**src/rtl/nfps_pkg.sv**
```systemverilog
`timescale 1ns / 1ps

package nfps_pkg;

	// Array geometry
	localparam int PAGE_WORDS  = 256;
	localparam int NUM_PAGES   = 8;
	localparam int TOTAL_WORDS = PAGE_WORDS * NUM_PAGES;
	localparam int IDX_W       = $clog2(TOTAL_WORDS);
	localparam int WORD_W      = 64;
	localparam int SPAN_BYTES  = TOTAL_WORDS * 8;

	// Function codes
	localparam logic [2:0] FN_ERASE_PAGE = 3'd0;
	localparam logic [2:0] FN_PROGRAM    = 3'd1;
	localparam logic [2:0] FN_READ       = 3'd2;
	localparam logic [2:0] FN_QUERY      = 3'd3;
	localparam logic [2:0] FN_ERASE_ALL  = 3'd4;

	// Status codes
	localparam logic [1:0] ST_OK      = 2'd0;
	localparam logic [1:0] ST_INVALID = 2'd1;
	localparam logic [1:0] ST_OOB     = 2'd2;

	// Configuration registers
	localparam int         CFG_IDX_W       = 1;
	localparam int         CFG_DATA_W      = 32;
	localparam logic [0:0] REG_WINDOW_BASE = 1'd0;
	localparam logic [0:0] REG_FIRST_PAGE  = 1'd1;
	localparam logic [31:0] WINDOW_BASE_RST = 32'd134463488;
	localparam logic [7:0]  FIRST_PAGE_RST  = 8'd120;

	localparam logic [WORD_W-1:0] ERASED_WORD = {WORD_W{1'b1}};

	typedef struct packed {
		logic [2:0]        func;
		logic [31:0]       byte_address;
		logic [7:0]        page_number;
		logic [WORD_W-1:0] write_data;
		logic [7:0]        byte_enable;
	} in_item_t;

	typedef struct packed {
		logic [1:0]        status;
		logic [WORD_W-1:0] read_data;
		logic              page_erased;
	} out_item_t;

	typedef struct packed {
		logic [31:0] window_base;
		logic [7:0]  first_page;
	} cfg_t;

	// Memory request from the sequencer
	typedef struct packed {
		logic              we;
		logic [IDX_W-1:0]  waddr;
		logic [WORD_W-1:0] wdata;
		logic              re;
		logic [IDX_W-1:0]  raddr;
	} ram_req_t;

endpackage

```
**src/rtl/nfps_seq.sv**
```systemverilog
`timescale 1ns / 1ps

module nfps_seq (
	input  logic                       clk,
	input  logic                       arst_n,
	input  nfps_pkg::cfg_t             cfg,
	input  logic                       in_valid,
	output logic                       in_ready,
	input  nfps_pkg::in_item_t         in_item,
	output logic                       out_valid,
	input  logic                       out_ready,
	output nfps_pkg::out_item_t        out_item,
	output nfps_pkg::ram_req_t         ram_req,
	input  logic [nfps_pkg::WORD_W-1:0] ram_rdata
);

	typedef enum logic [2:0] {
		S_CLEAR, S_IDLE, S_ACCESS, S_WIPE, S_SCAN, S_SCAN_END, S_DONE
	} state_t;

	typedef enum logic [1:0] {K_NONE, K_PROG, K_READ} kind_t;

	state_t                            state_q;
	kind_t                             kind_s1;
	logic [1:0]                        status_s1;
	logic [nfps_pkg::IDX_W-1:0]        idx_s1;
	logic [nfps_pkg::WORD_W-1:0]       wdata_s1;
	logic [nfps_pkg::WORD_W-1:0]       mask_s1;
	logic [nfps_pkg::IDX_W-1:0]        cnt_q;
	logic [nfps_pkg::IDX_W-1:0]        end_q;
	logic                              erased_q;
	logic                              scan_v_s1;
	logic                              out_valid_q;
	nfps_pkg::out_item_t               out_item_q;

	logic                              accept;
	logic                              out_free;
	logic                              out_load;
	logic [32:0]                       addr_x;
	logic [32:0]                       base_x;
	logic [32:0]                       last_x;
	logic [32:0]                       diff_x;
	logic                              below;
	logic                              prog_oob;
	logic                              read_oob;
	logic                              misalign;
	logic [nfps_pkg::IDX_W-1:0]        word_idx;
	logic [7:0]                        page_off;
	logic                              page_ok;
	logic [nfps_pkg::IDX_W-1:0]        page_start;
	logic [nfps_pkg::IDX_W-1:0]        page_end;
	logic [nfps_pkg::WORD_W-1:0]       lane_mask;

	logic [1:0]                        dec_status;
	kind_t                             dec_kind;
	state_t                            dec_next;
	logic [nfps_pkg::IDX_W-1:0]        dec_start;
	logic [nfps_pkg::IDX_W-1:0]        dec_end;
	logic                              dec_erased;

	assign accept    = in_valid && in_ready;
	assign in_ready  = (state_q == S_IDLE);
	assign out_free  = !out_valid_q || out_ready;
	assign out_load  = out_free && (state_q == S_ACCESS || state_q == S_DONE);
	assign out_valid = out_valid_q;
	assign out_item  = out_item_q;

	// Window checks, carried out in 33 bits so the top of the window cannot wrap
	assign addr_x   = {1'b0, in_item.byte_address};
	assign base_x   = {1'b0, cfg.window_base};
	assign last_x   = base_x + 33'(nfps_pkg::SPAN_BYTES - 1);
	assign diff_x   = addr_x - base_x;
	assign below    = addr_x < base_x;
	assign prog_oob = below || ((addr_x + 33'd7) > last_x);
	assign read_oob = below || (addr_x > last_x);
	assign misalign = (in_item.byte_address[2:0] != 3'd0);
	assign word_idx = diff_x[nfps_pkg::IDX_W+2:3];

	// Page slot inside the window
	assign page_off   = in_item.page_number - cfg.first_page;
	assign page_ok    = (in_item.page_number >= cfg.first_page) &&
	                    (page_off < 8'(nfps_pkg::NUM_PAGES));
	assign page_start = nfps_pkg::IDX_W'(int'(page_off) * nfps_pkg::PAGE_WORDS);
	assign page_end   = page_start + nfps_pkg::IDX_W'(nfps_pkg::PAGE_WORDS - 1);

	// Byte enables to a bit mask
	always_comb begin
		for (int b = 0; b < 8; b++) begin
			lane_mask[8*b +: 8] = {8{in_item.byte_enable[b]}};
		end
	end

	// Item decode
	always_comb begin
		dec_status = nfps_pkg::ST_OK;
		dec_kind   = K_NONE;
		dec_next   = S_ACCESS;
		dec_start  = '0;
		dec_end    = '0;
		dec_erased = 1'b0;
		case (in_item.func)
			nfps_pkg::FN_ERASE_PAGE: begin
				if (page_ok) begin
					dec_next  = S_WIPE;
					dec_start = page_start;
					dec_end   = page_end;
				end else begin
					dec_status = nfps_pkg::ST_INVALID;
				end
			end
			nfps_pkg::FN_PROGRAM: begin
				if (prog_oob) begin
					dec_status = nfps_pkg::ST_OOB;
				end else if (misalign) begin
					dec_status = nfps_pkg::ST_INVALID;
				end else begin
					dec_kind = K_PROG;
				end
			end
			nfps_pkg::FN_READ: begin
				if (read_oob) begin
					dec_status = nfps_pkg::ST_OOB;
				end else begin
					dec_kind = K_READ;
				end
			end
			nfps_pkg::FN_QUERY: begin
				if (page_ok) begin
					dec_next   = S_SCAN;
					dec_start  = page_start;
					dec_end    = page_end;
					dec_erased = 1'b1;
				end
			end
			nfps_pkg::FN_ERASE_ALL: begin
				dec_next  = S_WIPE;
				dec_start = '0;
				dec_end   = nfps_pkg::IDX_W'(nfps_pkg::TOTAL_WORDS - 1);
			end
			default: begin
				dec_status = nfps_pkg::ST_INVALID;
			end
		endcase
	end

	// Memory port requests
	always_comb begin
		ram_req.re    = (state_q == S_IDLE && accept) || (state_q == S_SCAN);
		ram_req.raddr = (state_q == S_SCAN) ? cnt_q : word_idx;
		ram_req.we    = (state_q == S_CLEAR) || (state_q == S_WIPE) ||
		                (state_q == S_ACCESS && out_free && kind_s1 == K_PROG);
		ram_req.waddr = (state_q == S_ACCESS) ? idx_s1 : cnt_q;
		ram_req.wdata = (state_q == S_ACCESS) ? (ram_rdata & (wdata_s1 | ~mask_s1))
		                                      : nfps_pkg::ERASED_WORD;
	end

	// Sequencer and result register
	always_ff @(posedge clk or negedge arst_n) begin
		if (!arst_n) begin
			state_q     <= S_CLEAR;
			kind_s1     <= K_NONE;
			status_s1   <= nfps_pkg::ST_OK;
			idx_s1      <= '0;
			wdata_s1    <= '0;
			mask_s1     <= '0;
			cnt_q       <= '0;
			end_q       <= '0;
			erased_q    <= 1'b0;
			scan_v_s1   <= 1'b0;
			out_valid_q <= 1'b0;
			out_item_q  <= '0;
		end else begin
			if (out_load) begin
				out_valid_q <= 1'b1;
			end else if (out_ready) begin
				out_valid_q <= 1'b0;
			end
			case (state_q)
				S_CLEAR: begin
					cnt_q <= cnt_q + 1'b1;
					if (cnt_q == nfps_pkg::IDX_W'(nfps_pkg::TOTAL_WORDS - 1)) begin
						state_q <= S_IDLE;
					end
				end
				S_IDLE: begin
					if (accept) begin
						kind_s1   <= dec_kind;
						status_s1 <= dec_status;
						idx_s1    <= word_idx;
						wdata_s1  <= in_item.write_data;
						mask_s1   <= lane_mask;
						cnt_q     <= dec_start;
						end_q     <= dec_end;
						erased_q  <= dec_erased;
						scan_v_s1 <= 1'b0;
						state_q   <= dec_next;
					end
				end
				S_ACCESS: begin
					if (out_free) begin
						out_item_q.status      <= status_s1;
						out_item_q.read_data   <= (kind_s1 == K_READ) ? ram_rdata : '0;
						out_item_q.page_erased <= 1'b0;
						state_q                <= S_IDLE;
					end
				end
				S_WIPE: begin
					if (cnt_q == end_q) begin
						state_q <= S_DONE;
					end else begin
						cnt_q <= cnt_q + 1'b1;
					end
				end
				S_SCAN: begin
					scan_v_s1 <= 1'b1;
					if (scan_v_s1 && ram_rdata != nfps_pkg::ERASED_WORD) begin
						erased_q <= 1'b0;
					end
					if (cnt_q == end_q) begin
						state_q <= S_SCAN_END;
					end else begin
						cnt_q <= cnt_q + 1'b1;
					end
				end
				S_SCAN_END: begin
					if (ram_rdata != nfps_pkg::ERASED_WORD) begin
						erased_q <= 1'b0;
					end
					state_q <= S_DONE;
				end
				S_DONE: begin
					if (out_free) begin
						out_item_q.status      <= status_s1;
						out_item_q.read_data   <= '0;
						out_item_q.page_erased <= erased_q;
						state_q                <= S_IDLE;
					end
				end
				default: begin
					state_q <= S_IDLE;
				end
			endcase
		end
	end

	// A program write only ever clears bits of the stored word
	a_prog_clears_only: assert property (@(posedge clk) disable iff (!arst_n)
		(ram_req.we && state_q == S_ACCESS) |-> ((ram_req.wdata & ~ram_rdata) == '0))
		else $error("program write sets bits");

	// Writes from an access only for an accepted program
	a_prog_write_ok: assert property (@(posedge clk) disable iff (!arst_n)
		(ram_req.we && state_q == S_ACCESS) |-> (status_s1 == nfps_pkg::ST_OK))
		else $error("write for a rejected item");

	// Sweep counter never passes its end index
	a_sweep_range: assert property (@(posedge clk) disable iff (!arst_n)
		(state_q == S_WIPE || state_q == S_SCAN) |-> (cnt_q <= end_q))
		else $error("sweep counter out of range");

	// The last scan read is always checked
	a_scan_tail: assert property (@(posedge clk) disable iff (!arst_n)
		(state_q == S_SCAN_END) |-> scan_v_s1)
		else $error("scan ended without a pending read");

	// A result is loaded only into a free output register
	a_no_overwrite: assert property (@(posedge clk) disable iff (!arst_n)
		(out_valid_q && !out_ready) |=> ($stable(out_item_q) && out_valid_q))
		else $error("pending result overwritten");

endmodule

```
**config.mk**
```make
export PLATFORM = sky130hd
export DESIGN_NAME = nfps_seq
export DESIGN_NICKNAME = d
export VERILOG_FILES = /design/src/rtl/nfps_pkg.sv /design/src/rtl/nfps_seq.sv
export SDC_FILE = /design/constraint.sdc
export NUM_CORES = 1
export LEC_CHECK = 0
export CAP_MARGIN = 15
export CORE_MARGIN = 2
export CORE_UTILIZATION = 25
export DETAILED_ROUTE_END_ITERATION = 8
export DONT_BUFFER_PORTS = 1
export SLEW_MARGIN = 10
export SYNTH_ARGS = -nofsm -noshare
export SYNTH_HDL_FRONTEND = slang
export SYNTH_SLANG_ARGS = --single-unit
```
**constraint.sdc**
```tcl
create_clock -name clk -period 2.6 [get_ports clk]
set_input_delay 0.52 -clock clk [delete_from_list [all_inputs] [get_ports clk]]
set_output_delay 0.52 -clock clk [all_outputs]
set_load 0.02 [all_outputs]
```
* Word-level counts from Yosys, hierarchy flattened
Index checks and enable logic that the tools add are counted.
Cells by class: $add $sub $neg 6, order comparisons 5, equal/unequal tests 25, muxes and demuxes 42, bitwise operators 3, reduce and logical (&&, ||, !) cells 33
Operators with widths (number):
- 67-bit 2-to-1 mux | 2
- 67-bit case mux with 2 select lines | 1
- 64-bit 2-to-1 mux | 2
- 11-bit 2-to-1 mux | 7
- 64-bit bitwise AND | 1
- 64-bit inequality test, second input constant | 1
- 64-bit inverter | 1
- 64-bit bitwise OR | 1
- 32-bit by 14-bit adder with 33-bit output, second input constant | 1
- 32-bit by 3-bit adder with 33-bit output, second input constant | 1
- 32-bit by 33-bit > comparator with 1-bit output | 1
- 33-bit > comparator | 1
- 11-bit case mux with 3 select lines | 1
- 32-bit < comparator | 1
- 11-bit case mux with 2 select lines | 1
- 3-bit 2-to-1 mux | 6
- 3-bit case mux with 6 select lines | 1
- 14-bit subtractor | 1
- 1-bit 2-to-1 mux | 13
- 3-bit by 2-bit equality test with 1-bit output, second input constant | 4
- 3-bit equality test, second input constant | 4
- 2-bit by 1-bit inequality test with 1-bit output, second input constant | 6
- 11-bit by 1-bit adder with 11-bit output, second input constant | 1
- 11-bit by 8-bit adder with 11-bit output, second input constant | 1
- other kinds (26) | 54
Storage, ports and cells: flip-flop bits (word level) 231, bits of input ports 223, output and inout bits 157, logic and storage cells 128

* Depth between registers and ports, before layout
word-level depth 7, gate-level depth with buffers 17, gate-level depth less buffers 17

* Worst setup path before layout
No wires, ideal clock.
path type input -> register, start point input port cfg[10] (netlist bit), end point register status_s1[0], setup time 0.065 ns, arrival time 3.591 ns, required time 2.535 ns, setup slack -1.056 ns, stages 16, path buffers 0, cells stage by stage nor4_1 nand2_1 nor2_1 nor2_1 and3_1 nand3_1 xnor2_1 ha_1 nand3_1 nor4_1 and4_1 and4b_1 a211oi_1 a21boi_2 a2111oi_2 o22a_1
Between the ends: cells in the longest elaborated chain, start to end 5, elaborated cells on any way between the ends 6, classes of those cells 1 x add/sub; 2 x order compare; 2 x mux; 1 x reduce/logical
RTL lines:
- start: declaration | RTL line nfps_seq.sv:6 | input nfps_pkg::cfg_t cfg,
- 32-bit by 14-bit adder with 33-bit output | RTL line nfps_seq.sv:71 | assign last_x = base_x + 33'(nfps_pkg::SPAN_BYTES - 1);
- 33-bit > comparator | RTL line nfps_seq.sv:74 | assign prog_oob = below || ((addr_x + 33'd7) > last_x);
- 1-bit logical OR * | RTL line nfps_seq.sv:74
- 2-bit 2-to-1 mux * | RTL line nfps_seq.sv:112 | if (prog_oob) begin
- 2-bit case mux with 4 select lines * | RTL line nfps_seq.sv:101 | case (in_item.func)
- end signal: assignment | RTL line nfps_seq.sv:162 | status_s1 <= nfps_pkg::ST_OK;
- end signal: assignment | RTL line nfps_seq.sv:188 | status_s1 <= dec_status;
- end: declaration | RTL line nfps_seq.sv:25 | logic [1:0] status_s1;
Mark *: on every way between the ends. The rest lies on a longest branch, timed or not. A chain may end at the register's enable or synchronous reset.

* Worst setup path after layout
start point input port in_item[95] (netlist bit), end point register status_s1[0]
Between the ends: cells in the longest elaborated chain, start to end 5, elaborated cells on any way between the ends 6, classes of those cells 1 x add/sub; 2 x order compare; 2 x mux; 1 x reduce/logical
RTL lines:
- start: declaration | RTL line nfps_seq.sv:9 | input nfps_pkg::in_item_t in_item,
- 32-bit by 3-bit adder with 33-bit output | RTL line nfps_seq.sv:74
- 33-bit > comparator | RTL line nfps_seq.sv:74
- 1-bit logical OR * | RTL line nfps_seq.sv:74
- 2-bit 2-to-1 mux * | RTL line nfps_seq.sv:112
- 2-bit case mux with 4 select lines * | RTL line nfps_seq.sv:101
Marked as above.

==> impl_metrics.tcl <==
set metrics [dict create \
    result_of_the_run "complete, but fails checks" \
    violations "hold timing, setup timing" \
    finalMaxSlewViolations 0 \
    placement.io_buffers 0 \
    max_clock_freq_mhz 317 \
    die_width_um 220 \
    boundaryPins 380 \
    core_area_sq_um 46400 \
    place.detailed.hpwl_um 33200 \
    critical_path_class "input pin to register" \
    holdCritPathClass "input pin to async pin" \
    maxCapViolCount 0 \
    postLayoutCoreUtil_pct 32.7 \
    worstPathBufferInverterCount 0 \
    synth_sequential_area_ratio_pct 37.5 \
    critical-path-top-delay-family "simple AND/OR/NAND/NOR gates" \
    grt_pass1_vias 11100 \
    std_cell_rows 79 \
    crit_slowest_cell "sky130_fd_sc_hd__ha_1" \
    tritoncts "yes" \
    initial_utilization_pct 25.2 \
    report.final.setup_viol 11 \
    synth.mux.area_fraction_pct 1.42 \
    number_of_buffers_on_the_longest_clock_path 2 \
    synthesis.area_per_instance_sq_um 8.53 \
    post-route-period-util_pct 122 \
    finClkSkew_ps 8.87 \
    wl_per_cell_um 19.9 \
    timing_hold_violations_final 175 \
    clk_pin_slew_ps 70 \
    die_height_um 220 \
    worst_ep_required_time_ps 2980 \
    design.die.area_sq_um 48500 \
    worst_pin_slew_ps 604 \
    synth_enable_flop_cells 0 \
    synth_compound_area_share_pct 17.4 \
    synth_xor_area_share_pct 5.93 \
    grt_max_degree 176 \
    synth_top_family_by_area "simple AND/OR/NAND/NOR gates" \
    n_fill_cell 4826 \
    worstPathArrival_ps 3530 \
    numCtsBuffers 17 \
    antenna_cells_inserted 0 \
    ordered_cell_list_for_the_critical_path "and4_4 -> and3_4 -> and4_4 -> nand3_4 -> nor2_4 -> and3_4 -> nand4_1 -> xnor2_1 -> ha_1 -> nand3_2 -> nor4_2 -> and4_1 -> nor2b_1 -> a211oi_2 -> a21boi_4 -> a2111oi_4 -> o22a_1" \
    grt_first_pass_wirelength_um 62100 \
    setup_repair_after_global_routing_missed_its_margin "true" \
    yosysWarningCount 0 \
    drt_wl_total_um 42800 \
    gr-total-overflow 0 \
    final_antenna_net_count 0 \
    post-route-worst-setup-slack_ps -559 \
    synthDistinctLibCells 65 \
    library_cell_used_as_clock_root_buffer "sky130_fd_sc_hd__clkbuf_16" \
    syn_inst 1370 \
    count_of_clock_tree_sinks 175 \
    period_minus_slack_ps 3160 \
    worstSkewPairLatency_ps 430 \
    fin_nets 1856 \
    drt_iter0_drc 546 \
    power.density_nw_per_um2 461 \
    critical_path_source_type "input pin" \
    drive_gt1_share_pct 22.6 \
    syn_area_sq_um 11700 \
    setup.worst_path.end_class "register" \
    ys_async_sr_fraction_pct 100 \
    detail_route.vias_per_cell 5.10 \
    detailroute.via_count 10900 \
    adder_cell_fraction_of_synth_area_pct 11.6 \
    layout.cells.non_filler 2145 \
    postSynthNetCount 1701 \
    synth_top_flop_cell "sky130_fd_sc_hd__dfrtp_1" \
    simple_logic_cell_fraction_of_the_synthesized_area_pct 22.5 \
    drcViolationCount 0 \
    worst-path-max-fanout 4 \
    detail_route.first_pass.iterations 5 \
    slowest_delay_ps 300 \
    gp_congestion 0.882 \
    dp.cells 2096 \
    r2r_slack_ps 280 \
    grtUsageTotal_pct 16.7 \
    h-tree-depth 4 \
    antenna_violations_before_repair 0 \
    leakagePower_nw 6.70 \
    area_growth_pct 29.6 \
    vdd.ir_drop.worst_uv 332 \
    fin_hold_ws_ps -221 \
    ys_ff_latch 175 \
    slew_headroom_pct 59.8 \
]
routing by layer:
layer	GRT usage (%)	vias up	wire, um
met5	0	-	0
met4	5.46	0	1080
met3	5.24	53	3950
met2	29.4	435	21000
met1	19.1	5300	16700
li1	-	5151	-
power by group:
group | total, mW | internal [mW] | switching [mW]
Clock | 2.64 | 1.38 | 1.26
Sequential | 2.97 | 2.83 | 0.138
Combinational | 1.37 | 0.683 | 0.688
state kept, by name, summed over array words and instances, names as in the netlist:
register	cells
mask_s1	8
status_s1	2
idx_s1	11
cnt_q	11
scan_v_s1	1
state_q	3
out_item	67
out_valid	1
end_q	4
kind_s1	2
wdata_s1	64
erased_q	1
cells in the final DEF, fill, tap and decap left out, drive strengths merged, types with 6 or more instances in the layout:
cell / instances
nor2: 49
nand4: 41
nand2: 349
a21oi: 46
nor3: 10
a21o: 9
dfrtp: 175
clkbuf: 17
a22o: 67
nand3: 40
and3: 10
a211oi: 6
nor2b: 11
ha: 107
buf: 186
and4: 9
inv: 69
nand2b: 9
mux2: 13
xor2: 21
nor4: 14
o211ai: 9
o21ai: 127
a31oi: 8
clkinv: 6
xnor2: 56
stage by stage:
step	hold WS (ps)	cell area (sq um)	setup WS, ps	TNS (ps)	total power, mW
after floorplan	224	11900	-815	-2710	3.73
after global placement	228	13900	-1030	-9220	4.19
after detailed placement	228	13900	-1090	-10290	4.22
after CTS	-254	14900	-555	-3010	6.99
after global routing	-258	15100	-697	-4260	7.33
final	-221	15100	-559	-2970	6.98
synth_stat cells (all sizes together), types with 10 or more instances:
cell	n	share of area, %
a21oi	46	2.0
a22o	67	5.0
and3	10	0.54
clkbuf	46	1.5
dfrtp	175	37
ha	107	11
inv	65	2.1
mux2	13	1.3
nand2	349	11
nand3	40	1.7
nand4	41	2.2
nor2	49	1.6
nor2b	11	0.59
nor3	10	0.43
nor4	14	1.1
o21ai	127	5.4
xnor2	56	4.4
xor2	21	1.6
layout make-up:
class	count	area, sq um	area share [%]
multi-input combinational	1080	7590	50.1
sequential	175	4380	28.9
inverter	65	287	1.89
clock buffer	17	425	2.81
clock inverter	15	175	1.16
timing repair buffer	186	1530	10.1
tap	607	759	5.01
what timing repair did:
item / 4_1_cts / 5_1_grt
setup buffers: 10 / 10
pin swaps: 43 / 38
hold endpoints to repair: 175 / 175
setup endpoints to repair: 12 / 52
gates resized for setup: 59 / 48
final timing paths:
path | from | to | cells after the start
max | in_item[95] | status_s1[0]$_DFFE_PN0P_ | 17
min reg2reg | wdata_s1[51]$_DFFE_PN0P_ | wdata_s1[51]$_DFFE_PN0P_ | 2
max reg2reg | cnt_q[4]$_DFFE_PN0P_ | cnt_q[5]$_DFFE_PN0P_ | 8
max in group asynchronous | arst_n | wdata_s1[39]$_DFFE_PN0P_ | 0
min | arst_n | out_item[1]$_DFFE_PN0P_ | 0
min in group clk | in_item[49] | wdata_s1[41]$_DFFE_PN0P_ | 2
kinds of logic (layout without fill, tap and decap cells):
family | count (synthesis) | count (layout)
compound gates | 309 | 309
xor+xnor | 77 | 77
fa+ha+maj | 108 | 108
buf+inv | 115 | 283
flops | 175 | 175
mux | 15 | 15
simple gates | 571 | 571
Note: power is estimated with default switching activity, not from simulation.
